$ cat src/sv/tse_pkg.sv
`timescale 1ns / 1ps
// Package for the Taylor series exp / log unit: widths, codes, lane types
// and the term sign rule. No dependencies.
package tse_pkg;

    localparam int TERMS_DEF     = 100;
    localparam int FRAC_BITS_DEF = 32;

    localparam int ARG_W    = 32;
    localparam int ARG_FRAC = 28;
    localparam int VAL_W    = 48;
    localparam int ST_W     = 2;
    localparam int OP_W     = 2;
    localparam int MAG_W    = 4;

    localparam int C_W      = 57;
    localparam int ACC_W    = 64;
    localparam int IDX_W    = 7;
    localparam int CHUNK_W  = 19;
    localparam int N_CHUNKS = C_W / CHUNK_W;
    localparam int V_W      = IDX_W + CHUNK_W;
    localparam int RECIP_W  = V_W + 1;

    localparam logic [C_W-1:0] POW_CAP = C_W'(1) << 56;
    localparam logic signed [VAL_W-1:0] VAL_MAX = {1'b0, {(VAL_W-1){1'b1}}};
    localparam logic signed [VAL_W-1:0] VAL_MIN = {1'b1, {(VAL_W-1){1'b0}}};

    typedef enum logic [OP_W-1:0] {
        OP_EXP  = 2'd0,
        OP_LN1P = 2'd1,
        OP_LN1M = 2'd2
    } op_t;

    localparam logic [OP_W-1:0] OP_RSVD = 2'd3;

    typedef enum logic [ST_W-1:0] {
        ST_OK     = 2'd0,
        ST_DOMAIN = 2'd1,
        ST_OVF    = 2'd2
    } status_t;

    typedef struct packed {
        op_t              op;
        logic             xneg;
        logic             err;
        logic             cap;
        logic [ARG_W-1:0] fac;
    } ctl_t;

    typedef struct packed {
        ctl_t                     ctl;
        logic [C_W-1:0]           c;
        logic signed [ACC_W-1:0]  acc;
    } lane_t;

    function automatic logic term_neg(op_t op, logic xneg, logic odd);
        logic pneg;
        pneg = xneg & odd;
        if (op == OP_EXP)
            return pneg;
        else if (op == OP_LN1P)
            return pneg ^ ~odd;
        else
            return ~pneg;
    endfunction

endpackage

$ cat src/sv/tse_chan_if.sv
`timescale 1ns / 1ps
// Valid/ready channels of the Taylor series unit: argument beats in,
// result beats out. Depends on nothing.
interface tse_arg_if;
    logic               valid;
    logic               ready;
    logic [1:0]         operation;
    logic signed [31:0] argument;

    modport source (output valid, operation, argument, input ready);
    modport sink   (input valid, operation, argument, output ready);
endinterface


$ cat src/sv/tse_front.sv
`timescale 1ns / 1ps
// Entry stage: decodes the operation, checks the domain and sets up the
// first power and the sum. Depends on tse_pkg and tse_arg_if.
module tse_front #(
    parameter int FRAC_BITS = tse_pkg::FRAC_BITS_DEF
) (
    input  logic           clk,
    input  logic           rst_n,
    input  logic           en,
    tse_arg_if.sink        arg_ch,
    output logic           out_valid,
    output tse_pkg::lane_t out_lane
);
    import tse_pkg::*;

    localparam logic signed [ARG_W-1:0] ARG_ONE = ARG_W'(1) << ARG_FRAC;

    logic               valid_reg;
    lane_t              lane_reg;
    lane_t              lane_next;
    logic signed [ARG_W-1:0] x;
    logic signed [MAG_W-1:0] n;
    logic [MAG_W-1:0]   mag;
    logic [ARG_W-1:0]   a;
    logic [C_W-1:0]     m1;
    logic               below;
    logic               above;

    assign arg_ch.ready = en;

    assign x     = arg_ch.argument;
    assign n     = x[ARG_W-1 -: MAG_W];
    assign mag   = n[MAG_W-1] ? MAG_W'(0 - n) : MAG_W'(n);
    assign a     = x[ARG_W-1] ? ARG_W'(0 - x) : ARG_W'(x);
    assign below = x <= -ARG_ONE;
    assign above = x >= ARG_ONE;

    if (FRAC_BITS >= ARG_FRAC) begin : g_up
        assign m1 = C_W'(a) << (FRAC_BITS - ARG_FRAC);
    end else begin : g_down
        assign m1 = C_W'(a) >> (ARG_FRAC - FRAC_BITS);
    end

    always_comb
    begin
        lane_next          = '0;
        lane_next.ctl.xneg = x[ARG_W-1];
        lane_next.ctl.cap  = 1'b0;
        unique case (arg_ch.operation)
            OP_EXP:
            begin
                lane_next.ctl.op  = OP_EXP;
                lane_next.ctl.err = |x[ARG_FRAC-1:0];
                lane_next.ctl.fac = ARG_W'(mag);
                lane_next.c       = C_W'(1) << FRAC_BITS;
                lane_next.acc     = ACC_W'(1) << FRAC_BITS;
            end
            OP_LN1P:
            begin
                lane_next.ctl.op  = OP_LN1P;
                lane_next.ctl.err = below;
                lane_next.ctl.fac = a;
                lane_next.c       = m1;
            end
            OP_LN1M:
            begin
                lane_next.ctl.op  = OP_LN1M;
                lane_next.ctl.err = below | above;
                lane_next.ctl.fac = a;
                lane_next.c       = m1;
            end
            default:
            begin
                lane_next.ctl.op  = OP_LN1M;
                lane_next.ctl.err = 1'b1;
            end
        endcase
    end

    always_ff @(posedge clk or negedge rst_n)
    begin
        if (!rst_n)
            valid_reg <= 1'b0;
        else if (en)
            valid_reg <= arg_ch.valid;
    end

    always_ff @(posedge clk)
    begin
        if (en)
            lane_reg <= lane_next;
    end

    assign out_valid = valid_reg;
    assign out_lane  = lane_reg;

endmodule

$ cat src/flat_wrapper.sv
// flat-port wrapper written by rule: the top's interface ports become plain ports
module tse_front_flat import tse_pkg::*;
#(
    parameter int FRAC_BITS = tse_pkg::FRAC_BITS_DEF
)
  (clk, rst_n, en, out_valid, out_lane, arg_ch_valid, arg_ch_operation, arg_ch_argument, arg_ch_ready);
  tse_arg_if arg_ch_i ();
  input  logic clk;
  input  logic rst_n;
  input  logic en;
  output logic out_valid;
  output tse_pkg::lane_t out_lane;
  input wire logic [$bits(arg_ch_i.valid)-1:0] arg_ch_valid;
  input wire logic [$bits(arg_ch_i.operation)-1:0] arg_ch_operation;
  input wire logic [$bits(arg_ch_i.argument)-1:0] arg_ch_argument;
  output wire logic [$bits(arg_ch_i.ready)-1:0] arg_ch_ready;
  assign arg_ch_i.valid = arg_ch_valid;
  assign arg_ch_i.operation = arg_ch_operation;
  assign arg_ch_i.argument = arg_ch_argument;
  assign arg_ch_ready = arg_ch_i.ready;
  tse_front #(.FRAC_BITS(FRAC_BITS)) u_core (.clk(clk), .rst_n(rst_n), .en(en), .arg_ch(arg_ch_i), .out_valid(out_valid), .out_lane(out_lane));
endmodule
$ cat config.mk
export PLATFORM = sky130hd
export DESIGN_NAME = tse_front_flat
export DESIGN_NICKNAME = d
export VERILOG_FILES = /design/src/sv/tse_pkg.sv /design/src/sv/tse_chan_if.sv /design/src/sv/tse_front.sv /design/src/flat_wrapper.sv
export SDC_FILE = /design/constraint.sdc
export NUM_CORES = 1
export LEC_CHECK = 0
export BUFFER_PORTS_ARGS = -buffer_cell sky130_fd_sc_hd__buf_4
export CAP_MARGIN = 20
export CORE_ASPECT_RATIO = 1.1
export CORE_MARGIN = 2
export CORE_UTILIZATION = 41
export CTS_CLUSTER_SIZE = 20
export DETAILED_ROUTE_END_ITERATION = 8
export PLACE_DENSITY = 0.89
export SYNTH_ARGS = -nofsm -noshare
export SYNTH_HDL_FRONTEND = slang
export SYNTH_SLANG_ARGS = --single-unit
$ cat constraint.sdc
create_clock -name clk -period 0.8 [get_ports clk]
set_input_delay 0.04 -clock clk [delete_from_list [all_inputs] [get_ports clk]]
set_output_delay 0.04 -clock clk [all_outputs]
set_load 0.05 [all_outputs]
### Word-level counts from Yosys, hierarchy flattened

Index checks and enable logic that the tools add are counted.
Widths: inputs -> output; s select.

* reduce and logical (&&, ||, !) cells: 3
* bitwise operators: 1
* magnitude comparators: 2
* equality and inequality tests: 2
* mux-type cells: 6
* add/subtract/negate cells: 2

Operator list (number)
* $pmux 89 s2: 1
* $mux 33: 1
* $ge 32x30->1 const B: 1
* $le 32x29->1 const B: 1
* $mux 32: 1
* $sub 1x32->32 const A: 1
* $reduce_or 28->1: 1
* $mux 4: 1
* $pmux 2 s2: 1
* $sub 1x4->4 const A: 1
* $pmux 1 s3: 1
* $eq 2x1->1 const B: 1
* $eq 2x2->1 const B: 1
* $logic_not 2->1: 1
* $reduce_or 2->1: 1
* $or 1x1->1: 1

* register bits after elaboration: 158
* logic and storage cells: 23

### Depth between registers and ports, before layout

* word-level depth: 3
* depth in mapped cells: 8
* depth with buffers taken out: 6

### Worst setup path before layout

OpenSTA, ideal clock, no wires.

* path kind: input -> register
* from: in arg_ch_argument[7]
* to: reg u_core.lane_reg (netlist bit u_core.out_lane[151]) (data pin)
* data required time: 662 ps
* setup slack: -1151 ps
* setup time: 138 ps
* arrival: 1813 ps
* cell stages on the path: 6
* cells stage by stage: or4_4 -> buf_6 -> or4_1 -> buf_2 -> or4_1 -> nand4_1

RTL lines
* start: declaration: line flat_wrapper.sv:15 `input wire logic [$bits(arg_ch_i.argument)-1:0] arg_ch_argument;`
* end signal: assignment: line tse_front.sv:91 `lane_reg <= lane_next;`
* end: declaration: line tse_front.sv:19 `lane_t lane_reg;`

==> metrics.cfg <==
[run_status]
outcome=finished with violations
violations=negative setup slack

[placement]
place_hpwl_mm=6.84
port_buffers=108
gp_congestion=0.920
pre_cts_ws_ns=-1.34
dp.cells=632

[power_and_ir_drop]
clock_power_share=0.187
power_leakage_nw=2.65
ir_drop_mv=0.807
powerDensity_nw_per_um2=1620
intPower_mw=5.18
switching_share=0.450
switchingPower_mw=4.24
pwr-share-comb=0.501
pwr-share-seq=0.312

[grt]
track_usage=0.230
grt_pass1_wl_mm=16.8
grt_max_degree=35
antenna_found_initial=0
grt-ovfl-total=0
grt_pass1_vias=3230

[sta]
setup_violations=104
fin_ws_ns=-0.929
fin_skew_ns=0
setup_tns_ns=-33.07
rsz0062_at_grt=yes
slew_headroom=0.596
timing.final.crit_share=2.16
drv_slew=0
worst_pin_slew_ns=0.601
hold_viol_final=0
fmax_ghz=0.578
fin_crit_ns=1.73

[yosys]
syn_inst=386
yosys_warnings=0
yosysSeqAreaShare=0.360
synth_cell_types=49
yosys-top-cells-area=edfxtp_1, buf_4, ha_1, mux2i_1, nor2_1
synth_seq_cells=43
synth.cell_area_um2=3570
yosysTopAreaCell=edfxtp_1
syn_avg_cell_area_um2=9.26
synth.top_cell.area_share=0.353

[drt]
final_antenna_net_count=0
wl_per_cell_um=19.6
drtIter0Drc=418
viasPerCell=5.33
drc=0
via_count=3575
drt_wl_total_mm=13.1
dr.pass1.iters=6

[layout]
final_common_cell=buf_4
fin_cells=671
drive_above_1_share=0.520
fillCellCount=518
syn_to_final_growth_pct=62.3
postLayoutCoreUtil=0.690
num_antenna_cells=0
nNetsFinal=606
layout_common_cells=buf_4, buf_6, conb_1, edfxtp_1, nor2_1

[die]
fp.dieW_um=93.0
core-area_um2=8410
die_area_um2=9480
floorplan.rows=35
io_pins=198
die_height_um=102
start_util=0.425

[critical_path]
path_class=in -> reg
critPathCaptureType=flop
worstPathRequired_ns=0.94
critPathArrivalTime_ns=1.87
cp-start-kind=primary input
cp_max_fo=5

[clocking]
clockBufferDepth=2
clock_latency_ns=0.30
cts_htree_levels=2
root_buffer=clkbuf_8
clkSlewWorstSetupHoldPaths_ns=0.09
cts.sinks=43
numCtsBuffers=5
cts_tree=yes

[min_path]
hp-class=in -> reg

[job]
drv_cap=0

-- metal layers --
metal  part of all wire  GRT usage  wire (um)
met1               0.32      0.237       4240
met2               0.52      0.448       6830
met3               0.10     0.0398       1340
met4              0.056      0.111        741
met5                  0          0          0
-- metrics by stage --
stage | hold slack, ns | area, um^2 | total power [mW]
after global routing | 0.0182 | 5800 | 9.69
final | 0.0231 | 5800 | 9.42
after CTS | 0.0164 | 5590 | 9.13
after floorplan | -0.256 | 4210 | 6.32
after global placement | -0.185 | 4630 | 6.81
after detailed placement | -0.182 | 4630 | 6.87
-- synthesized netlist by cell type (all sizes together) --
cell type / n
a2111o: 1
a211o: 1
a21oi: 10
a221oi: 1
a22oi: 1
a31o: 1
a31oi: 8
and2: 1
and3: 2
and4: 1
buf: 120
clkbuf: 16
conb: 1
dfrtp: 1
edfxtp: 42
ha: 9
inv: 9
mux2: 1
mux2i: 11
nand2: 17
nand2b: 14
nand3: 9
nand4: 2
nor2: 28
nor2b: 4
nor3: 13
nor4: 10
o2111ai: 1
o211ai: 1
o21ai: 5
o21bai: 2
o22ai: 2
o2bb2ai: 1
o311ai: 1
o31ai: 3
o41ai: 6
or2: 3
or3: 3
or3b: 1
or4: 9
or4bb: 1
xnor2: 2
xor2: 11
-- worst paths after layout --
check | startpoint | end | slack (ns) | cells past startpoint
min | en | u_core.out_valid | 0.02 | 2
max | arg_ch_argument[7] | u_core.out_lane[139] | -0.93 | 6
max in group asynchronous | rst_n | u_core.out_valid | 0.65 | 2
max reg2reg | u_core.out_valid | u_core.out_valid | 0.02 | 1
min in group asynchronous | rst_n | u_core.out_valid | 0.06 | 2
min reg2reg | u_core.out_valid | u_core.out_valid | 0.54 | 1
-- registers in the layout, indices dropped and copies added, names as in the netlist --
name and flops:
u_core.out_valid 1, u_core.out_lane 42
-- power groups by stage --
stage / Combinational [mW] / Clock [mW] / Sequential, mW
final: 4.71 / 1.76 / 2.94
after detailed placement: 3.97 / 0 / 2.90
after CTS: 4.43 / 1.78 / 2.92
after global placement: 3.92 / 0 / 2.89
after global routing: 4.86 / 1.88 / 2.96
after floorplan: 2.63 / 0 / 3.68
-- final cells by class --
| cell class | count | area, um^2 | area share |
|---|---|---|---|
| timing repair buffer | 214 | 2070 | 0.356 |
| clock buffer | 5 | 68.8 | 0.0119 |
| clock inverter | 3 | 43.8 | 0.00755 |
| tap | 111 | 139 | 0.0240 |
| sequential | 43 | 1290 | 0.222 |
| multi-input combinational | 286 | 2130 | 0.367 |
| inverter | 9 | 66.3 | 0.0114 |
-- cell families (layout without fill, tap and decap cells) --
logic type / Yosys count / after routing / synth area share
buf+inv: 145 / 231 / 0.278
simple gates: 118 / 118 / 0.176
compound gates: 45 / 45 / 0.0879
flops: 43 / 43 / 0.360
xor+xnor: 13 / 13 / 0.0319
mux: 12 / 12 / 0.0340
fa+ha+maj: 9 / 9 / 0.0315
other cells: 1 / 89 / 0.00105
-- timing repair --
action / CTS / global route
hold buffers: 2 / 0
buffers inserted: 23 / 11
setup endpoints to repair: 106 / 104
endpoints found under the hold margin: 2 / 0
pin swaps: 25 / 27
resized for setup: 149 / 41
-- worst max-delay path, stage by stage --
cell	delay, ns
buf_6	0.09
or4_4	0.56
or4_4	0.49
buf_4	0.18
o41ai_4	0.26
mux2i_1	0.25
(Power assumes the default switching activity.)
