File: src/sv/tse_pkg.sv
`timescale 1ns / 1ps
// Package for the Taylor series exp / log unit: widths, codes, lane types
// and the term sign rule. No dependencies.
package tse_pkg;

    localparam int TERMS_DEF     = 100;
    localparam int FRAC_BITS_DEF = 32;

    localparam int ARG_W    = 32;
    localparam int ARG_FRAC = 28;
    localparam int VAL_W    = 48;
    localparam int ST_W     = 2;
    localparam int OP_W     = 2;
    localparam int MAG_W    = 4;

    localparam int C_W      = 57;
    localparam int ACC_W    = 64;
    localparam int IDX_W    = 7;
    localparam int CHUNK_W  = 19;
    localparam int N_CHUNKS = C_W / CHUNK_W;
    localparam int V_W      = IDX_W + CHUNK_W;
    localparam int RECIP_W  = V_W + 1;

    localparam logic [C_W-1:0] POW_CAP = C_W'(1) << 56;
    localparam logic signed [VAL_W-1:0] VAL_MAX = {1'b0, {(VAL_W-1){1'b1}}};
    localparam logic signed [VAL_W-1:0] VAL_MIN = {1'b1, {(VAL_W-1){1'b0}}};

    typedef enum logic [OP_W-1:0] {
        OP_EXP  = 2'd0,
        OP_LN1P = 2'd1,
        OP_LN1M = 2'd2
    } op_t;

    localparam logic [OP_W-1:0] OP_RSVD = 2'd3;

    typedef enum logic [ST_W-1:0] {
        ST_OK     = 2'd0,
        ST_DOMAIN = 2'd1,
        ST_OVF    = 2'd2
    } status_t;

    typedef struct packed {
        op_t              op;
        logic             xneg;
        logic             err;
        logic             cap;
        logic [ARG_W-1:0] fac;
    } ctl_t;

    typedef struct packed {
        ctl_t                     ctl;
        logic [C_W-1:0]           c;
        logic signed [ACC_W-1:0]  acc;
    } lane_t;

    function automatic logic term_neg(op_t op, logic xneg, logic odd);
        logic pneg;
        pneg = xneg & odd;
        if (op == OP_EXP)
            return pneg;
        else if (op == OP_LN1P)
            return pneg ^ ~odd;
        else
            return ~pneg;
    endfunction

endpackage

File: src/sv/tse_cell.sv
`timescale 1ns / 1ps
// One series term: power multiply, chunked division by the term index and
// signed accumulation, nine register stages. Depends on tse_pkg.
module tse_cell #(
    parameter int IDX = 1
) (
    input  logic           clk,
    input  logic           rst_n,
    input  logic           en,
    input  logic           in_valid,
    input  tse_pkg::lane_t in_lane,
    output logic           out_valid,
    output tse_pkg::lane_t out_lane
);
    import tse_pkg::*;

    localparam logic [IDX_W-1:0]   DIV    = IDX_W'(IDX);
    localparam logic [RECIP_W-1:0] RECIP  = RECIP_W'((64'd1 << V_W) / IDX);
    localparam logic               ODD    = (IDX % 2) == 1;
    localparam bit                 FIRST  = IDX == 1;
    localparam int HI_W   = C_W - ARG_W;
    localparam int HP_W   = HI_W + ARG_W;
    localparam int LO_W   = 2 * ARG_W;
    localparam int SUM_W  = C_W + ARG_W;
    localparam int PW     = SUM_W - ARG_FRAC;
    localparam int PROD_W = V_W + RECIP_W;
    localparam int QE_W   = CHUNK_W + 1;
    localparam int RW     = QE_W + IDX_W;

    typedef struct packed {
        ctl_t                    ctl;
        logic signed [ACC_W-1:0] acc;
        logic [C_W-1:0]          p;
        logic [C_W-1:0]          q;
        logic [IDX_W-1:0]        r;
    } dv_t;

    // multiply
    logic              s1_valid_reg;
    lane_t             s1_lane_reg;
    logic [LO_W-1:0]   s1_lo_reg, s1_lo_next;
    logic [HP_W-1:0]   s1_hi_reg, s1_hi_next;

    assign s1_lo_next = {ARG_W'(0), in_lane.c[ARG_W-1:0]} * {ARG_W'(0), in_lane.ctl.fac};
    assign s1_hi_next = {ARG_W'(0), in_lane.c[C_W-1:ARG_W]} * {HI_W'(0), in_lane.ctl.fac};

    always_ff @(posedge clk or negedge rst_n)
    begin
        if (!rst_n)
            s1_valid_reg <= 1'b0;
        else if (en)
            s1_valid_reg <= in_valid;
    end

    always_ff @(posedge clk)
    begin
        if (en)
        begin
            s1_lane_reg <= in_lane;
            s1_lo_reg   <= s1_lo_next;
            s1_hi_reg   <= s1_hi_next;
        end
    end

    // combine and check the power cap
    logic              s2_valid_reg;
    dv_t               s2_dv_reg, s2_dv_next;
    logic [SUM_W-1:0]  s2_sum;
    logic [PW-1:0]     s2_p;
    logic              s2_is_exp;

    assign s2_sum    = {s1_hi_reg, ARG_W'(0)} + SUM_W'(s1_lo_reg);
    assign s2_is_exp = s1_lane_reg.ctl.op == OP_EXP;

    always_comb
    begin
        if (s2_is_exp)
            s2_p = s2_sum[PW-1:0];
        else if (FIRST)
            s2_p = PW'(s1_lane_reg.c);
        else
            s2_p = s2_sum[SUM_W-1:ARG_FRAC];
        s2_dv_next         = '0;
        s2_dv_next.ctl     = s1_lane_reg.ctl;
        s2_dv_next.ctl.cap = s1_lane_reg.ctl.cap | (~s2_is_exp & (s2_p > PW'(POW_CAP)));
        s2_dv_next.acc     = s1_lane_reg.acc;
        s2_dv_next.p       = s2_p[C_W-1:0];
    end

    always_ff @(posedge clk or negedge rst_n)
    begin
        if (!rst_n)
            s2_valid_reg <= 1'b0;
        else if (en)
            s2_valid_reg <= s1_valid_reg;
    end

    always_ff @(posedge clk)
    begin
        if (en)
            s2_dv_reg <= s2_dv_next;
    end

    // divide by the term index, one chunk per two stages
    dv_t                 ch_in [N_CHUNKS];
    logic [N_CHUNKS-1:0] ch_in_valid;
    dv_t                 da_reg [N_CHUNKS];
    dv_t                 db_reg [N_CHUNKS];
    logic [V_W-1:0]      va_reg [N_CHUNKS];
    logic [PROD_W-1:0]   pa_reg [N_CHUNKS];
    logic [N_CHUNKS-1:0] da_valid_reg;
    logic [N_CHUNKS-1:0] db_valid_reg;

    for (genvar k = 0; k < N_CHUNKS; k++) begin : g_chunk
        logic [V_W-1:0]    v_next;
        logic [PROD_W-1:0] prod_next;
        logic [QE_W-1:0]   q_est;
        logic [RW-1:0]     rem;
        logic [QE_W-1:0]   q_fix;
        logic [RW-1:0]     rem_fix;
        dv_t               db_next;

        if (k == 0) begin : g_src0
            assign ch_in[k]       = s2_dv_reg;
            assign ch_in_valid[k] = s2_valid_reg;
        end else begin : g_srcn
            assign ch_in[k]       = db_reg[k-1];
            assign ch_in_valid[k] = db_valid_reg[k-1];
        end

        assign v_next    = {ch_in[k].r, ch_in[k].p[C_W-1-k*CHUNK_W -: CHUNK_W]};
        assign prod_next = {RECIP_W'(0), v_next} * {V_W'(0), RECIP};

        assign q_est = pa_reg[k][V_W+QE_W-1:V_W];
        assign rem   = RW'(va_reg[k]) - ({IDX_W'(0), q_est} * {QE_W'(0), DIV});

        always_comb
        begin
            if (rem >= RW'(DIV))
            begin
                q_fix   = q_est + QE_W'(1);
                rem_fix = rem - RW'(DIV);
            end
            else
            begin
                q_fix   = q_est;
                rem_fix = rem;
            end
            db_next   = da_reg[k];
            db_next.q = {da_reg[k].q[C_W-CHUNK_W-1:0], q_fix[CHUNK_W-1:0]};
            db_next.r = rem_fix[IDX_W-1:0];
        end

        always_ff @(posedge clk or negedge rst_n)
        begin
            if (!rst_n)
            begin
                da_valid_reg[k] <= 1'b0;
                db_valid_reg[k] <= 1'b0;
            end
            else if (en)
            begin
                da_valid_reg[k] <= ch_in_valid[k];
                db_valid_reg[k] <= da_valid_reg[k];
            end
        end

        always_ff @(posedge clk)
        begin
            if (en)
            begin
                da_reg[k] <= ch_in[k];
                va_reg[k] <= v_next;
                pa_reg[k] <= prod_next;
                db_reg[k] <= db_next;
            end
        end
    end

    // accumulate the signed term
    logic                    fin_valid_reg;
    lane_t                   fin_lane_reg, fin_lane_next;
    dv_t                     last;
    logic signed [ACC_W-1:0] term;

    assign last = db_reg[N_CHUNKS-1];
    assign term = ACC_W'(last.q);

    always_comb
    begin
        fin_lane_next     = '0;
        fin_lane_next.ctl = last.ctl;
        fin_lane_next.c   = (last.ctl.op == OP_EXP) ? last.q : last.p;
        if (term_neg(last.ctl.op, last.ctl.xneg, ODD))
            fin_lane_next.acc = last.acc - term;
        else
            fin_lane_next.acc = last.acc + term;
    end

    always_ff @(posedge clk or negedge rst_n)
    begin
        if (!rst_n)
            fin_valid_reg <= 1'b0;
        else if (en)
            fin_valid_reg <= db_valid_reg[N_CHUNKS-1];
    end

    always_ff @(posedge clk)
    begin
        if (en)
            fin_lane_reg <= fin_lane_next;
    end

    assign out_valid = fin_valid_reg;
    assign out_lane  = fin_lane_reg;

endmodule

File: config.mk
export PLATFORM = sky130hd
export DESIGN_NAME = tse_cell
export DESIGN_NICKNAME = d
export VERILOG_FILES = /design/src/sv/tse_pkg.sv /design/src/sv/tse_cell.sv
export SDC_FILE = /design/constraint.sdc
export NUM_CORES = 2
export LEC_CHECK = 0
export BUFFER_PORTS_ARGS = -buffer_cell sky130_fd_sc_hd__buf_2
export CAP_MARGIN = 10
export CORE_MARGIN = 8
export CORE_UTILIZATION = 60
export CTS_BUF_LIST = sky130_fd_sc_hd__clkbuf_8
export DETAILED_ROUTE_END_ITERATION = 10
export PLACE_DENSITY = 0.88
export SYNTH_ARGS = -nofsm -noshare
export SYNTH_HDL_FRONTEND = slang
export SYNTH_SLANG_ARGS = --single-unit
File: constraint.sdc
create_clock -name clk -period 6.2 [get_ports clk]
set_input_delay 0.62 -clock clk [delete_from_list [all_inputs] [get_ports clk]]
set_output_delay 0.62 -clock clk [all_outputs]
set_load 0.005 [all_outputs]
* Word-level counts from Yosys, hierarchy flattened
Memories as Yosys holds them, arrays and structs flattened.
Index checks and enable logic that the tools add are counted.
** Word-level totals
- Flip-flop bits (word level) :: 573
- Bits in latches :: 0
- Bits in writable memories :: 1488
- ROM bits :: 0
- Input port bits :: 162
- Output and inout port bits :: 159
- Word-level logic and storage cells :: 74
- Memories kept :: 4
** Operators by class
- Add/sub/neg operators :: 12
- Multiply operators :: 2
- Divide/modulo/power cells :: 0
- $lt $le $gt $ge :: 4
- Eq/ne operators :: 1
- Shifts and indexed selects :: 0
- Mux-type cells :: 13
- Bitwise gates (word level) :: 4
- Reductions and logical operators :: 2
** Memories
- da_reg :: depth 3, width 222, rd ports 3, clocked after Yosys merged registers in 0, wr ports 3, RTL line tse_cell.sv:107 : dv_t da_reg [N_CHUNKS];
- db_reg :: depth 3, width 222, rd ports 3, clocked after Yosys merged registers in 0, wr ports 3, RTL line tse_cell.sv:108 : dv_t db_reg [N_CHUNKS];
- pa_reg :: depth 3, width 26, rd ports 3, clocked after Yosys merged registers in 0, wr ports 3, RTL line tse_cell.sv:110 : logic [PROD_W-1:0] pa_reg [N_CHUNKS];
- va_reg :: depth 3, width 26, rd ports 3, clocked after Yosys merged registers in 0, wr ports 3, RTL line tse_cell.sv:109 : logic [V_W-1:0] va_reg [N_CHUNKS];
** Operators by type and width (count)
- >= comparator 27 x 1 -> 1 bit, second input constant :: 3
- subtractor 26 x 20 -> 27 bit :: 3
- adder 64 x 58 -> 64 bit :: 1
- two-way mux 64 bit :: 1
- subtractor 64 x 58 -> 64 bit :: 1
- adder 61 bit :: 1
- greater-than comparator 61 x 57 -> 1 bit, second input constant :: 1
- multiplier 32 x 32 -> 61 bit :: 1
- two-way mux 61 bit :: 1
- adder 19 x 1 -> 19 bit, second input constant :: 3
- two-way mux 19 bit :: 3
- two-way mux 57 bit :: 1
- multiplier 25 x 32 -> 29 bit :: 1
- two-way mux 7 bit :: 3
- subtractor 7 x 1 -> 7 bit, second input constant :: 3
- logical NOT 2 bit :: 2
- two-way mux 1 bit :: 4
- == test 2 x 1 -> 1 bit, second input constant :: 1
- NOT 1 bit :: 2
- bitwise AND 1 bit :: 1
- bitwise OR 1 bit :: 1

* Logic depth before layout (Yosys ltp)
- Depth after elaboration :: 5
- Mapped depth :: 29

* Worst setup path before layout
OpenSTA, ideal clock, no wires.
- Kind :: input to register
- Start point :: in in_lane[126] (netlist bit)
- End point :: reg s1_lo_reg[55], data pin
- Library setup time :: 0.256 ns
- Arrival :: 7.436 ns
- Data required time :: 5.944 ns
- Setup slack :: -1.492 ns
- Stages on the path :: 28
- Path buffers :: 3
- Cell sequence :: clkbuf_1 > clkbuf_1 > nand2_1 > fa_1 > inv_1 > fa_1 > fa_1 > inv_1 > fa_1 > inv_1 > fa_1 > fa_1 > fa_1 > inv_1 > fa_1 > inv_1 > ha_1 > clkbuf_1 > nand2_1 > nand2b_1 > a21o_1 > a21oi_1 > o21ai_0 > a221oi_1 > a21o_1 > a41oi_2 > or4_1 > and4_1
** Between the ends
- Word-level cells in the longest chain between the ends :: 1
** RTL lines
- start, declared :: RTL line tse_cell.sv:11 : input tse_pkg::lane_t in_lane,
- multiplier 32 x 32 -> 61 bit :: RTL line tse_cell.sv:44 : assign s1_lo_next = {ARG_W'(0), in_lane.c[ARG_W-1:0]} * {ARG_W'(0), in_lane.ctl.fac};
- net s1_lo_next[55] :: RTL line tse_cell.sv:41 : logic [LO_W-1:0] s1_lo_reg, s1_lo_next;
- end signal, assigned :: RTL line tse_cell.sv:60 : s1_lo_reg <= s1_lo_next;
- end, declared :: RTL line tse_cell.sv:41
The timed path passes the listed nets, and every way through them passes these cells.
A chain may end at the register's enable or synchronous reset.

* Worst setup path after layout
- Start point :: in in_lane[128] (netlist bit)
- End point :: reg s1_lo_reg[55], data pin
Same word-level chain as after synthesis.

==> impl_results.md <==
* Post-route ant nets at 0
* # port buffers at 320
* Clock Sinks at 1591
* Largest net degree at the start of global routing at 239
* Drt pass-1 iters at 8
* Chip width at 419 um
* Main synth FF type: edfxtp_1
* DRT iter0 DRCs at 5153
* Syn_area_per_cell at 13.1 sq um
* Remaining DRCs at 0
* Top-area cell type share of the netlist area at 0.487
* Crit-path max FO at 6
* Failing checks: setup timing
* Reg clk slew, reported paths at 0.06 ns
* Total track usage at 0.262
* Largest stage delay, worst path at 0.62 ns
* Finish-stage setup viols at 33
* Placed inst area at 105000 sq um
* Commonest non-fill, non-tap cells in the layout: 1582 x edfxtp_1, 1216 x inv_1, 1090 x fa_1
* Worst hold path class: input port to register
* Tcrit/Tclk final at 1.11
* WP data arrival at 7.58 ns
* GPL Wtd Cong at 0.964
* Drt total wl at 229 mm
* Relative slew slack at 0.165
* Crit Path Category: input port to register
* Total Die Area at 176000 sq um
* Per-cell routed wire length at 21.4 um
* Hpwl dp at 167 mm
* Ranking of synthesized cells by area: edfxtp_1 49%, fa_1 23%, ha_1 5.2%
* Cells after Synth at 7467
* CTS tree: yes
* Mapped Area at 97600 sq um
* Status: complete, but fails checks
* Initial Util at 0.602
* EDFF count, synth at 1582
* DP Worst Slack at -1.83 ns
* Core Footprint at 162000 sq um
* Layout Nets at 10027
* CP endpoint kind: register
* Initial antenna violation count at 15
* CTS root buf: clkbuf_8
* CTS buffer count at 235
* Sequential-to-total area share from yosys stat at 0.489
* Vias/cell at 5.56
* CTS Buffer Depth at 3
* Min Tclk post-route at 6.88 ns
* Final worst slack at -0.683 ns
* Area Growth Syn to Fin at 15.3%
* Final Max Tran Viols at 0
* Setup_tns at -10.90 ns
* Synth async-reset ratio at 0.00566
* Measured slew at the worst slew-check pin at 1.25 ns
* Number of vias in the routed layout at 59524
* Worst Path Required at 6.90 ns
* Vias in the first global route at 64333
* RSZ-0062 raised after global routing: true
* Total gr overflow at 0
* Row cnt at 148
* First-pass GRT wire length at 357 mm
* Fmax at 0.145 GHz
* I/O pins at 321
* Yosys Warn Count at 0
* Final-report hold violation count at 0
* CP Launch Type: input port
* Layout cells sized above 1 at 0.175
* Worst-Skew Late Latency at 0.96 ns
* Max Clock Skew at 0.0498 ns
* Crit-path slowest cell: fa_2
* Fin area at 113000 sq um
* Max reg flops at 532
* Largest area contributor in the netlist: edfxtp_1
* Commonest non-fill, non-tap cell in the layout: edfxtp_1
* Max-Cap Viols at 0
* Seq cells post-synth at 1591
* H-tree levels at 4
* Yosys cell types at 90
* Die Y at 419 um
metrics by stage:
step	hold WS, ns	std cells	utilization
floorplan	0.324	7468	-
CTS	0.000707	10684	0.691
finish	0.0878	10706	0.694
detailed placement	0.405	10097	0.648
global placement	0.400	10097	0.648
global route	0.00268	10703	0.694
critical path: cells and delay by family:
kind | cells | cell delay, ns
AO/OA/AOI/OAI | 5 | 0.92
adder cells (fa/ha/maj) | 9 | 4.29
buffers and inverters | 6 | 0.65
AND/OR/NAND/NOR | 5 | 1.09
cell families (layout without fill, tap and decap cells):
kind of cell	Yosys count	count (layout)	share of synthesized area
mux	49	49	0.00566
compound gates	583	583	0.0393
fa+ha+maj	1549	1549	0.286
simple gates	1940	1940	0.101
other cells	2	16	0.0000770
xor+xnor	209	209	0.0188
buf+inv	1544	2594	0.0594
flops	1591	1591	0.489
final cells by class:
type,instances,area (sq um)
Fill cell,10199,49500
Sequential cell,1591,47700
Multi-Input combinational cell,4333,45100
Timing Repair Buffer,972,7760
Inverter,1183,4440
Clock buffer,236,3250
Tap cell,2175,2720
Clock inverter,203,1480
Antenna cell,13,32.5
metal layers:
metal	track usage	routed length, um
met3	0.0525	19500
met1	0.322	84400
met2	0.456	115000
met4	0.107	10000
met5	0	13
worst paths after layout:
| kind | startpoint | endpoint | slack, ns | cells after the start |
|---|---|---|---|---|
| setup / recovery | in_lane[128] | s1_lo_reg[55]$_DFFE_PP_ | -0.68 | 25 |
| hold / removal | in_lane[126] | s1_lane_reg[126]$_DFFE_PP_ | 0.09 | 2 |
| setup reg to reg | db_reg[0][456]$_DFFE_PP_ | out_lane[62]$_DFFE_PP_ | 0.50 | 18 |
| hold reg to reg | da_reg[0][74]$_DFFE_PP_ | db_reg[0][74]$_DFFE_PP_ | 0.40 | 0 |
| max in group asynchronous | rst_n | s1_valid_reg$_DFFE_PN0P_ | 5.20 | 3 |
| min in group asynchronous | rst_n | da_valid_reg[1]$_DFFE_PN0P_ | 0.69 | 3 |
cells in the mapped netlist (all sizes together), types with 94 or more instances:
cell       n
clkbuf   355
nor2     115
nand2    829
o21ai    116
inv     1183
a21o      94
a21oi    172
and2     735
xnor2    132
ha       408
fa      1141
edfxtp  1582
repair_timing:
action                                  CTS  global route
gates resized for setup                 210           135
endpoints found under the hold margin   100             0
cloned                                    1             2
hold buffers                             93             0
pin swaps                               139            97
endpoints found under the setup margin   32            43
buffers inserted                         66             7
Power is left out: the tool's default activity adds up to more than one toggle a clock period on the data nets, which glitch-free logic cannot reach.
