**src/sv/tse_pkg.sv**
```systemverilog
`timescale 1ns / 1ps
// Package for the Taylor series exp / log unit: widths, codes, lane types
// and the term sign rule. No dependencies.
package tse_pkg;

    localparam int TERMS_DEF     = 100;
    localparam int FRAC_BITS_DEF = 32;

    localparam int ARG_W    = 32;
    localparam int ARG_FRAC = 28;
    localparam int VAL_W    = 48;
    localparam int ST_W     = 2;
    localparam int OP_W     = 2;
    localparam int MAG_W    = 4;

    localparam int C_W      = 57;
    localparam int ACC_W    = 64;
    localparam int IDX_W    = 7;
    localparam int CHUNK_W  = 19;
    localparam int N_CHUNKS = C_W / CHUNK_W;
    localparam int V_W      = IDX_W + CHUNK_W;
    localparam int RECIP_W  = V_W + 1;

    localparam logic [C_W-1:0] POW_CAP = C_W'(1) << 56;
    localparam logic signed [VAL_W-1:0] VAL_MAX = {1'b0, {(VAL_W-1){1'b1}}};
    localparam logic signed [VAL_W-1:0] VAL_MIN = {1'b1, {(VAL_W-1){1'b0}}};

    typedef enum logic [OP_W-1:0] {
        OP_EXP  = 2'd0,
        OP_LN1P = 2'd1,
        OP_LN1M = 2'd2
    } op_t;

    localparam logic [OP_W-1:0] OP_RSVD = 2'd3;

    typedef enum logic [ST_W-1:0] {
        ST_OK     = 2'd0,
        ST_DOMAIN = 2'd1,
        ST_OVF    = 2'd2
    } status_t;

    typedef struct packed {
        op_t              op;
        logic             xneg;
        logic             err;
        logic             cap;
        logic [ARG_W-1:0] fac;
    } ctl_t;

    typedef struct packed {
        ctl_t                     ctl;
        logic [C_W-1:0]           c;
        logic signed [ACC_W-1:0]  acc;
    } lane_t;

    function automatic logic term_neg(op_t op, logic xneg, logic odd);
        logic pneg;
        pneg = xneg & odd;
        if (op == OP_EXP)
            return pneg;
        else if (op == OP_LN1P)
            return pneg ^ ~odd;
        else
            return ~pneg;
    endfunction

endpackage

```
**src/sv/tse_chan_if.sv**
```systemverilog


interface tse_res_if;
    logic               valid;
    logic               ready;
    logic signed [47:0] value;
    logic [1:0]         status;

    modport source (output valid, value, status, input ready);
    modport sink   (input valid, value, status, output ready);
endinterface

```
**src/sv/tse_back.sv**
```systemverilog
`timescale 1ns / 1ps
// Result stage: domain errors, power cap and 48-bit saturation into the
// output register. Depends on tse_pkg and tse_res_if.
module tse_back #(
    parameter int TERMS = tse_pkg::TERMS_DEF
) (
    input  logic           clk,
    input  logic           rst_n,
    input  logic           en,
    input  logic           in_valid,
    input  tse_pkg::lane_t in_lane,
    tse_res_if.source      res_ch
);
    import tse_pkg::*;

    localparam logic LAST_ODD = ((TERMS - 1) % 2) == 1;

    logic                    valid_reg;
    logic signed [VAL_W-1:0] value_reg, value_next;
    status_t                 status_reg, status_next;
    logic [ACC_W-VAL_W:0]    top_bits;
    logic                    fits;

    assign top_bits = in_lane.acc[ACC_W-1:VAL_W-1];
    assign fits     = (&top_bits) | ~(|top_bits);

    always_comb
    begin
        if (in_lane.ctl.err)
        begin
            value_next  = '0;
            status_next = ST_DOMAIN;
        end
        else if (in_lane.ctl.cap)
        begin
            value_next  = term_neg(in_lane.ctl.op, in_lane.ctl.xneg, LAST_ODD) ? VAL_MIN : VAL_MAX;
            status_next = ST_OVF;
        end
        else if (!fits)
        begin
            value_next  = in_lane.acc[ACC_W-1] ? VAL_MIN : VAL_MAX;
            status_next = ST_OVF;
        end
        else
        begin
            value_next  = in_lane.acc[VAL_W-1:0];
            status_next = ST_OK;
        end
    end

    always_ff @(posedge clk or negedge rst_n)
    begin
        if (!rst_n)
            valid_reg <= 1'b0;
        else if (en)
            valid_reg <= in_valid;
    end

    always_ff @(posedge clk)
    begin
        if (en)
        begin
            value_reg  <= value_next;
            status_reg <= status_next;
        end
    end

    assign res_ch.valid  = valid_reg;
    assign res_ch.value  = value_reg;
    assign res_ch.status = status_reg;

endmodule

```
**src/flat_wrapper.sv**
```systemverilog
// flat-port wrapper written by rule: the top's interface ports become plain ports
module tse_back_flat import tse_pkg::*;
#(
    parameter int TERMS = tse_pkg::TERMS_DEF
)
  (clk, rst_n, en, in_valid, in_lane, res_ch_valid, res_ch_value, res_ch_status, res_ch_ready);
  tse_res_if res_ch_i ();
  input  logic clk;
  input  logic rst_n;
  input  logic en;
  input  logic in_valid;
  input  tse_pkg::lane_t in_lane;
  output wire logic [$bits(res_ch_i.valid)-1:0] res_ch_valid;
  output wire logic [$bits(res_ch_i.value)-1:0] res_ch_value;
  output wire logic [$bits(res_ch_i.status)-1:0] res_ch_status;
  input wire logic [$bits(res_ch_i.ready)-1:0] res_ch_ready;
  assign res_ch_valid = res_ch_i.valid;
  assign res_ch_value = res_ch_i.value;
  assign res_ch_status = res_ch_i.status;
  assign res_ch_i.ready = res_ch_ready;
  tse_back #(.TERMS(TERMS)) u_core (.clk(clk), .rst_n(rst_n), .en(en), .in_valid(in_valid), .in_lane(in_lane), .res_ch(res_ch_i));
endmodule
```
**config.mk**
```make
export PLATFORM = sky130hd
export DESIGN_NAME = tse_back_flat
export DESIGN_NICKNAME = d
export VERILOG_FILES = /design/src/sv/tse_pkg.sv /design/src/sv/tse_chan_if.sv /design/src/sv/tse_back.sv /design/src/flat_wrapper.sv
export SDC_FILE = /design/constraint.sdc
export NUM_CORES = 1
export LEC_CHECK = 0
export BUFFER_PORTS_ARGS = -buffer_cell sky130_fd_sc_hd__buf_2
export CAP_MARGIN = 20
export CORE_MARGIN = 3
export CORE_UTILIZATION = 30
export CTS_CLUSTER_DIAMETER = 80
export DETAILED_ROUTE_END_ITERATION = 6
export PLACE_DENSITY = 0.71
export SKIP_LAST_GASP = 1
export SYNTH_ARGS = -nofsm -noshare
export SYNTH_HDL_FRONTEND = slang
export SYNTH_SLANG_ARGS = --single-unit
```
**constraint.sdc**
```tcl
create_clock -name clk -period 1.4 [get_ports clk]
set_input_delay 0.28 -clock clk [delete_from_list [all_inputs] [get_ports clk]]
set_output_delay 0.28 -clock clk [all_outputs]
set_load 0.02 [all_outputs]
```
Word level (Yosys, flattened, before mapping)
Cells that the tools add are included.
{"block": "word_totals", "regBits": 51, "elab_cells": 20}
{"block": "op_classes", "n_eq_ne": 1, "n_mux": 10, "n_bitwise": 3, "n_reduce_logical": 3}
{"op": "48-bit 2-to-1 mux", "count": 4}
{"op": "17-bit AND reduction", "count": 1}
{"op": "17-bit OR reduction", "count": 1}
{"op": "1-bit 2-to-1 mux", "count": 4}
{"op": "2-bit 2-to-1 mux", "count": 2}
{"op": "2-bit by 1-bit equality test with 1-bit output, second input constant", "count": 1}
{"op": "2-bit zero test", "count": 1}
{"op": "1-bit NOT", "count": 2}
{"op": "1-bit OR", "count": 1}

Logic depth before layout (Yosys ltp)
Gate-level depths: netlist (run 1).
{"block": "depth", "word_depth": 7, "depth_mapped": 6, "depth_no_buf": 4}

Least setup slack after synthesis (run 1)
Ideal clock, no wire load.
{"block": "synth_timing", "path_kind": "input to register", "startpoint": "in in_lane[59] in the netlist's numbering", "endpoint": "reg u_core.value_reg[13] (netlist: u_core.res_ch.value[13]), data pin", "setup_ps": 280, "arrival_ps": 1266, "required_time_ps": 1120, "path_slack_ps": -146, "cell_stages": 6, "n_path_buf": 2, "path_cell_list": "nor4_1 > nand4_1 > a21oi_1 > buf_2 > buf_4 > a21oi_2"}
{"block": "synth_between", "elab_chain_cells": 5, "word_cells_on_any_way": 6, "cone_classes": "mux: 2; bitwise: 2; reduce/logical: 2"}
{"element": "from (decl)", "line": "flat_wrapper.sv:12", "rtl": "input tse_pkg::lane_t in_lane;"}
{"element": "17-bit OR reduction", "line": "tse_back.sv:25", "rtl": "assign fits = (&top_bits) | ~(|top_bits);"}
{"element": "1-bit NOT", "line": "tse_back.sv:25"}
{"element": "1-bit OR (*)", "line": "tse_back.sv:25"}
{"element": "48-bit 2-to-1 mux (*)", "line": "tse_back.sv:39", "rtl": "else if (!fits)"}
{"element": "48-bit 2-to-1 mux (*)", "line": "tse_back.sv:34", "rtl": "else if (in_lane.ctl.cap)"}
{"element": "to (signal assigned)", "line": "tse_back.sv:63", "rtl": "value_reg <= value_next;"}
{"element": "to (decl)", "line": "tse_back.sv:19", "rtl": "logic signed [VAL_W-1:0] value_reg, value_next;"}
Every way passes the cells marked *; elsewhere a longest branch is shown, timed or not.
A chain may end at the register's enable or synchronous reset.

Worst setup path after layout (run 1)
{"block": "layout_timing", "startpoint": "in in_lane[51] in the netlist's numbering", "endpoint": "reg u_core.value_reg[28] (netlist: u_core.res_ch.value[28]), data pin"}
The elaborated chain is that of the path after synthesis.

==> results of run 1 <==
## Yosys cell counts (2+ instances only)
master     n
a21oi_2   11
buf_2      5
clkbuf_1   9
edfxtp_1  50
buf_8      2
nor4_1     4
nor2_1     2
buf_4      3
nand3_2   20
a21oi_1   38
nand3_1   27
nand4_1    5
## kinds of logic (layout without fill, tap and decap cells)
kind of cell / count (synthesis) / count (layout) / share of synthesized area
AO/OA/AOI/OAI: 50 / 50 / 0.126
XOR/XNOR: 1 / 1 / 0.00365
buffers and inverters: 21 / 157 / 0.0527
flip-flops: 51 / 51 / 0.637
multiplexers: 2 / 2 / 0.00887
AND/OR/NAND/NOR: 60 / 60 / 0.172
## area by class of cell
cell class                 count  area share
clock buffer                   6      0.0194
clock inverter                 2     0.00335
inverter                       1     0.00101
multi-input combinational    113       0.249
sequential                    51       0.409
tap                           99      0.0332
timing repair buffer         148       0.285
## repair_timing
| item | CTS | global route |
|---|---|---|
| setup buffers | 2 | 1 |
| endpoints found under the setup margin | 39 | 47 |
| hold buffers | 1 | 0 |
| cloned | 0 | 9 |
| resized for setup | 0 | 32 |
| endpoints found under the hold margin | 1 | 0 |
| pin swaps | 1 | 21 |
## power groups by stage
stage / sequential, mW / clock (mW) / combinational, mW
CTS: 1.88 / 0.843 / 0.813
floorplan: 2.10 / 0 / 0.262
detailed placement: 1.91 / 0 / 0.807
global placement: 1.91 / 0 / 0.789
global route: 1.89 / 0.921 / 1.03
finish: 1.88 / 0.824 / 0.959
## routing by layer
metal  vias to the layer above  GRT usage  part of all wire  wire, um
li1                        984          -                 -         -
met1                       993      0.170              0.41      2950
met2                       119      0.217              0.48      3490
met3                         8     0.0466              0.10       740
met4                         2     0.0320            0.0081        59
met5                         -          0            0.0018        13
## final timing paths
| kind | startpoint | endpoint | slack (ns) | cells after the start |
|---|---|---|---|---|
| setup / recovery | in_lane[51] | u_core.res_ch.value[28]$_SDFFCE_PP0P_ | -0.08 | 7 |
| hold / removal | in_valid | u_core.res_ch.valid$_DFFE_PN0P_ | 0.22 | 2 |
| setup reg to reg | u_core.res_ch.valid$_DFFE_PN0P_ | u_core.res_ch.valid$_DFFE_PN0P_ | 0.66 | 1 |
| hold reg to reg | u_core.res_ch.valid$_DFFE_PN0P_ | u_core.res_ch.valid$_DFFE_PN0P_ | 0.52 | 1 |
| max in group asynchronous | rst_n | u_core.res_ch.valid$_DFFE_PN0P_ | 1.03 | 2 |
| min in group asynchronous | rst_n | u_core.res_ch.valid$_DFFE_PN0P_ | 0.29 | 2 |
==> key figures, run 1 <==
Synth
  • Synthesized instance count: 185
  • Synth Register Bits: 51
  • Synthesized area per cell: 13.0 sq um
  • Main area contributors after synthesis: edfxtp_1 63%, nand3_2 8.4%, a21oi_1 7.9%, nand3_1 5.6%, a21oi_2 4.0%
  • Warnings from Yosys: 0
  • Post-synth EDFFs: 50
  • Main synth FF type: edfxtp_1
  • Syn Nets: 348
  • Post-Syn Area: 2400 sq um
  • Post-synth ARST share: 0.0196
  • Area share of the largest cell type after synthesis: 0.626
  • Sequential area share after synthesis: 0.637
  • Yosys top cell by area: edfxtp_1
  • Synth cell types: 21

Layout
  • FF/Latch Area: 1530 sq um
  • Ant. Diodes: 0
  • Multi-input logic area: 931 sq um
  • Commonest non-fill, non-tap cell in the layout: buf_2
  • Final std cells w/o fill: 420
  • Syn-to-layout area delta: 55.7%
  • Fill cells: 677
  • Util after Layout: 0.499
  • Max reg flops: 48
  • Design area: 3730 sq um
  • Share of layout cells above drive strength 1: 0.679
  • Fin nets: 483
  • Most frequent cells in the layout: 118 x buf_2, 50 x edfxtp_1, 28 x nand3_2

Placed design
  • Placed cell count: 399
  • Placed Area: 3300 sq um
  • Detailed placement HPWL: 4560 um
  • RePlAce Congestion: 0.687
  • Count of port buffers added during placement: 122
  • Pre-CTS setup slack: -0.385 ns

Critical path
  • CP Launch Type: primary input
  • WP buf/inv: 3
  • Worst path slowest cell: nor4_4
  • CP max FO: 10
  • Critical Setup Path Class: primary input to register
  • Critical-path cell list: buf_2, nor4_4, nand4_1, a21oi_4, buf_12, clkbuf_16, a21oi_1
  • Capturing element type of the critical path: register
  • Crit path required time: 1.45 ns
  • Critical path arrival: 1.52 ns
  • Critical path's largest stage delay: 0.26 ns
  • Cell family with the largest share of critical-path delay: simple AND/OR/NAND/NOR gates

Job
  • Max-Cap Viols: 0

Clock network
  • CTS Buffer Depth: 2
  • Root buf cell: clkbuf_8
  • Clk slew on worst S/H paths: 0.09 ns
  • H-tree depth: 2
  • CTS tree: built
  • Clk sinks: 51
  • TritonCTS Buffers: 5
  • Worst-Skew Late Latency: 0.29 ns

Drt
  • Via/cell ratio: 5.01
  • Drt first pass iters: 4
  • Routed WL per cell: 17.3 um
  • Detailed-route wire length: 7260 um
  • DR iter-0 viols: 86
  • ANT nets after route: 0
  • Vias: 2,106
  • DRC viols: 0

Global routing
  • Antenna violations before repair: 1
  • First-pass GRT wire length: 9480 um
  • GRT overflow: 0
  • Largest net degree at the start of global routing: 51
  • Vias in the first global route: 1,983
  • Total track usage: 0.133

Floorplanning
  • Chip width: 95.4 um
  • Initial Util: 0.320
  • Rows: 31
  • DIE AREA: 9100 sq um
  • Core Region: 7490 sq um
  • Number of top-level pins: 214
  • DIE HEIGHT: 95.4 um

Power
  • Switching power: 1.07 mW
  • Pint: 2.59 mW
  • Leakage power: 1.45 nW
  • Clk network pwr share: 0.225
  • Register share of total power: 0.513
  • Pwr Total: 3.66 mW
  • Peak supply drop: 354 uV
  • Switch share: 0.292
  • Combinational power share: 0.262
  • Pwr Density: 980 nW/um^2

Run status
  • Outcome: complete, but fails checks
  • Failing checks: negative setup slack

Timing
  • Clock skew: 0 ns
  • Final period util: 1.06
  • Hold Slack: 0.215 ns
  • Max-slew violations: 0
  • Final worst setup slack: -0.0775 ns
  • Final setup vio count: 47
  • Fmax: 0.677 GHz
  • Post-layout min period: 1.48 ns
  • Slew @ Worst Pin: 0.330 ns
  • RSZ-0062 raised after global routing: yes
  • Slew margin rel.: 0.779
  • Hold violation total from the final report: 0
  • Final setup TNS: -2.18 ns

Worst hold path
  • Class of the worst hold path: primary input to register
Power figures use the tool's default switching activity.
==> run 2, diff against run 1 <==
CTS_BUF_LIST = sky130_fd_sc_hd__clkbuf_4 sky130_fd_sc_hd__clkbuf_8 sky130_fd_sc_hd__clkbuf_16   (was default)
PLACE_DENSITY = 0.73   (was 0.71)
clock period = 1.3 ns   (was 1.4 ns; I/O delays follow)
==> key figures, run 2 (same netlist as run 1, synthesis figures left out) <==
Power
  • Combinational power share: 0.235
  • Switch share: 0.270
  • Register share of total power: 0.466
  • Pint: 3.17 mW
  • Pwr Density: 1130 nW/um^2
  • Leakage power: 1.50 nW
  • Switching power: 1.18 mW
  • Clk network pwr share: 0.299
  • Peak supply drop: 468 uV

Timing
  • Post-layout min period: 1.54 ns
  • RSZ-0062 raised after global routing: yes
  • Clock skew: 0 ns
  • Final period util: 1.18
  • Hold violation total from the final report: 0
  • Slew margin rel.: 0.781
  • Fmax: 0.650 GHz
  • Final setup TNS: -9.15 ns
  • Final worst setup slack: -0.237 ns
  • Final setup vio count: 48
  • Slew @ Worst Pin: 0.327 ns
  • Max-slew violations: 0
  • Hold Slack: 0.211 ns

Floorplanning
  • DIE HEIGHT: 95.4 um
  • Rows: 31
  • Initial Util: 0.320
  • DIE AREA: 9100 sq um
  • Chip width: 95.4 um
  • Core Region: 7490 sq um
  • Number of top-level pins: 214

Drt
  • Drt first pass iters: 4
  • Vias: 2,099
  • Via/cell ratio: 4.96
  • DR iter-0 viols: 61
  • DRC viols: 0
  • Routed WL per cell: 18.4 um
  • ANT nets after route: 0
  • Detailed-route wire length: 7780 um

Clock network
  • CTS Buffer Depth: 2
  • Worst-Skew Late Latency: 0.29 ns
  • Root buf cell: clkbuf_8
  • TritonCTS Buffers: 5
  • H-tree depth: 2
  • Clk slew on worst S/H paths: 0.09 ns
  • Clk sinks: 51
  • CTS tree: built

Placed design
  • Detailed placement HPWL: 4440 um
  • Placed Area: 3260 sq um
  • Pre-CTS setup slack: -0.460 ns
  • RePlAce Congestion: 0.779
  • Count of port buffers added during placement: 122

Critical path
  • Capturing point of the worst reg2reg path: u_core.res_ch.valid$_DFFE_PN0P_
  • Capturing element type of the critical path: register
  • CP max FO: 6
  • FF-to-FF setup slack: 0.52 ns
  • R2r startpoint: u_core.res_ch.valid$_DFFE_PN0P_
  • Critical Setup Path Class: primary input to register
  • CP startpoint: in_lane[56]
  • Critical path arrival: 1.70 ns
  • Crit path required time: 1.46 ns
  • CP Launch Type: primary input
  • Crit path to: u_core.res_ch.value[10]$_SDFFCE_PP0P_
  • Worst-case reg-to-reg path depth: 1

Run status
  • Failing checks: negative setup slack
  • Outcome: complete, but fails checks

Global routing
  • Antenna violations before repair: 0
  • Largest net degree at the start of global routing: 51
  • Vias in the first global route: 2,101
  • Total track usage: 0.160
  • GRT overflow: 0
  • First-pass GRT wire length: 10,900 um

Layout
  • Commonest non-fill, non-tap cell in the layout: buf_2
  • Max reg flops: 48
  • Fill cells: 658
  • Share of layout cells above drive strength 1: 0.682
  • FF/Latch Area: 1530 sq um
  • Fin nets: 486
  • Design area: 3840 sq um
  • Ant. Diodes: 0
  • Syn-to-layout area delta: 60.3%
  • Most frequent cells in the layout: 110 x buf_2, 50 x edfxtp_1, 28 x a21oi_2
  • Multi-input logic area: 925 sq um

Job
  • Max-Cap Viols: 0

Worst hold path
  • Class of the worst hold path: primary input to register
## run 2: changes by cell type in the layout (fill, tap and decap cells not counted), sizes merged
cell | previous run | this run
clkinv | 1 | 0
bufinv | 0 | 2
buf | 142 | 148
clkbuf | 11 | 7
## run 2: how the worst min path moves through the flow
stage,endpoint,cells past startpoint,from,slack [ns]
floorplan,u_core.res_ch.valid$_DFFE_PN0P_,0,rst_n,-0.04
global placement,u_core.res_ch.valid$_DFFE_PN0P_,1,rst_n,0.03
detailed placement,u_core.res_ch.valid$_DFFE_PN0P_,1,rst_n,0.04
CTS,u_core.res_ch.valid$_DFFE_PN0P_,2,in_valid,0.21
global route,u_core.res_ch.valid$_DFFE_PN0P_,2,in_valid,0.21
finish,u_core.res_ch.valid$_DFFE_PN0P_,2,in_valid,0.21
## run 2: per-stage QoR
stage | util | total power, mW | std cells
after global routing | 0.513 | 4.52 | 423
after CTS | 0.494 | 4.31 | 420
final | 0.513 | 4.35 | 423
after floorplan | - | 2.54 | 185
after detailed placement | 0.436 | 2.92 | 397
after global placement | 0.436 | 2.90 | 397
## run 2: final cells by class
cell class                      instances  share of cell area
Sequential cell                        51               0.397
Inverter                                1            0.000977
Tap cell                               99              0.0322
Timing Repair Buffer                  151               0.293
Multi-Input combinational cell        113               0.241
Clock buffer                            5              0.0179
Clock inverter                          3              0.0176
## run 2: worst max-delay path, stage by stage
cell and delay, ns:
buf_8 0.08, nand4_1 0.20, o41ai_4 0.47, buf_4 0.22, buf_12 0.12, buf_16 0.13, nand3_2 0.08, a21oi_2 0.14
## run 2: what timing repair did
item	CTS	global route
pin swaps	9	17
setup buffers	9	3
resized for setup	19	29
endpoints found under the setup margin	47	48
cloned	5	2
hold buffers	1	0
endpoints found under the hold margin	1	0
## run 2: power by group through the flow
stage                     clock (mW)  sequential, mW  combinational [mW]
after CTS                       1.31            2.03               0.975
after floorplan                    0            2.26               0.284
after global placement             0            2.06               0.838
final                           1.30            2.03                1.02
after detailed placement           0            2.06               0.856
after global routing            1.40            2.04                1.09
## run 2: layer usage
metal / routed length (um) / track usage
met4: 98 / 0.0509
met3: 657 / 0.0355
met5: 0 / 0
met1: 3220 / 0.206
met2: 3800 / 0.267
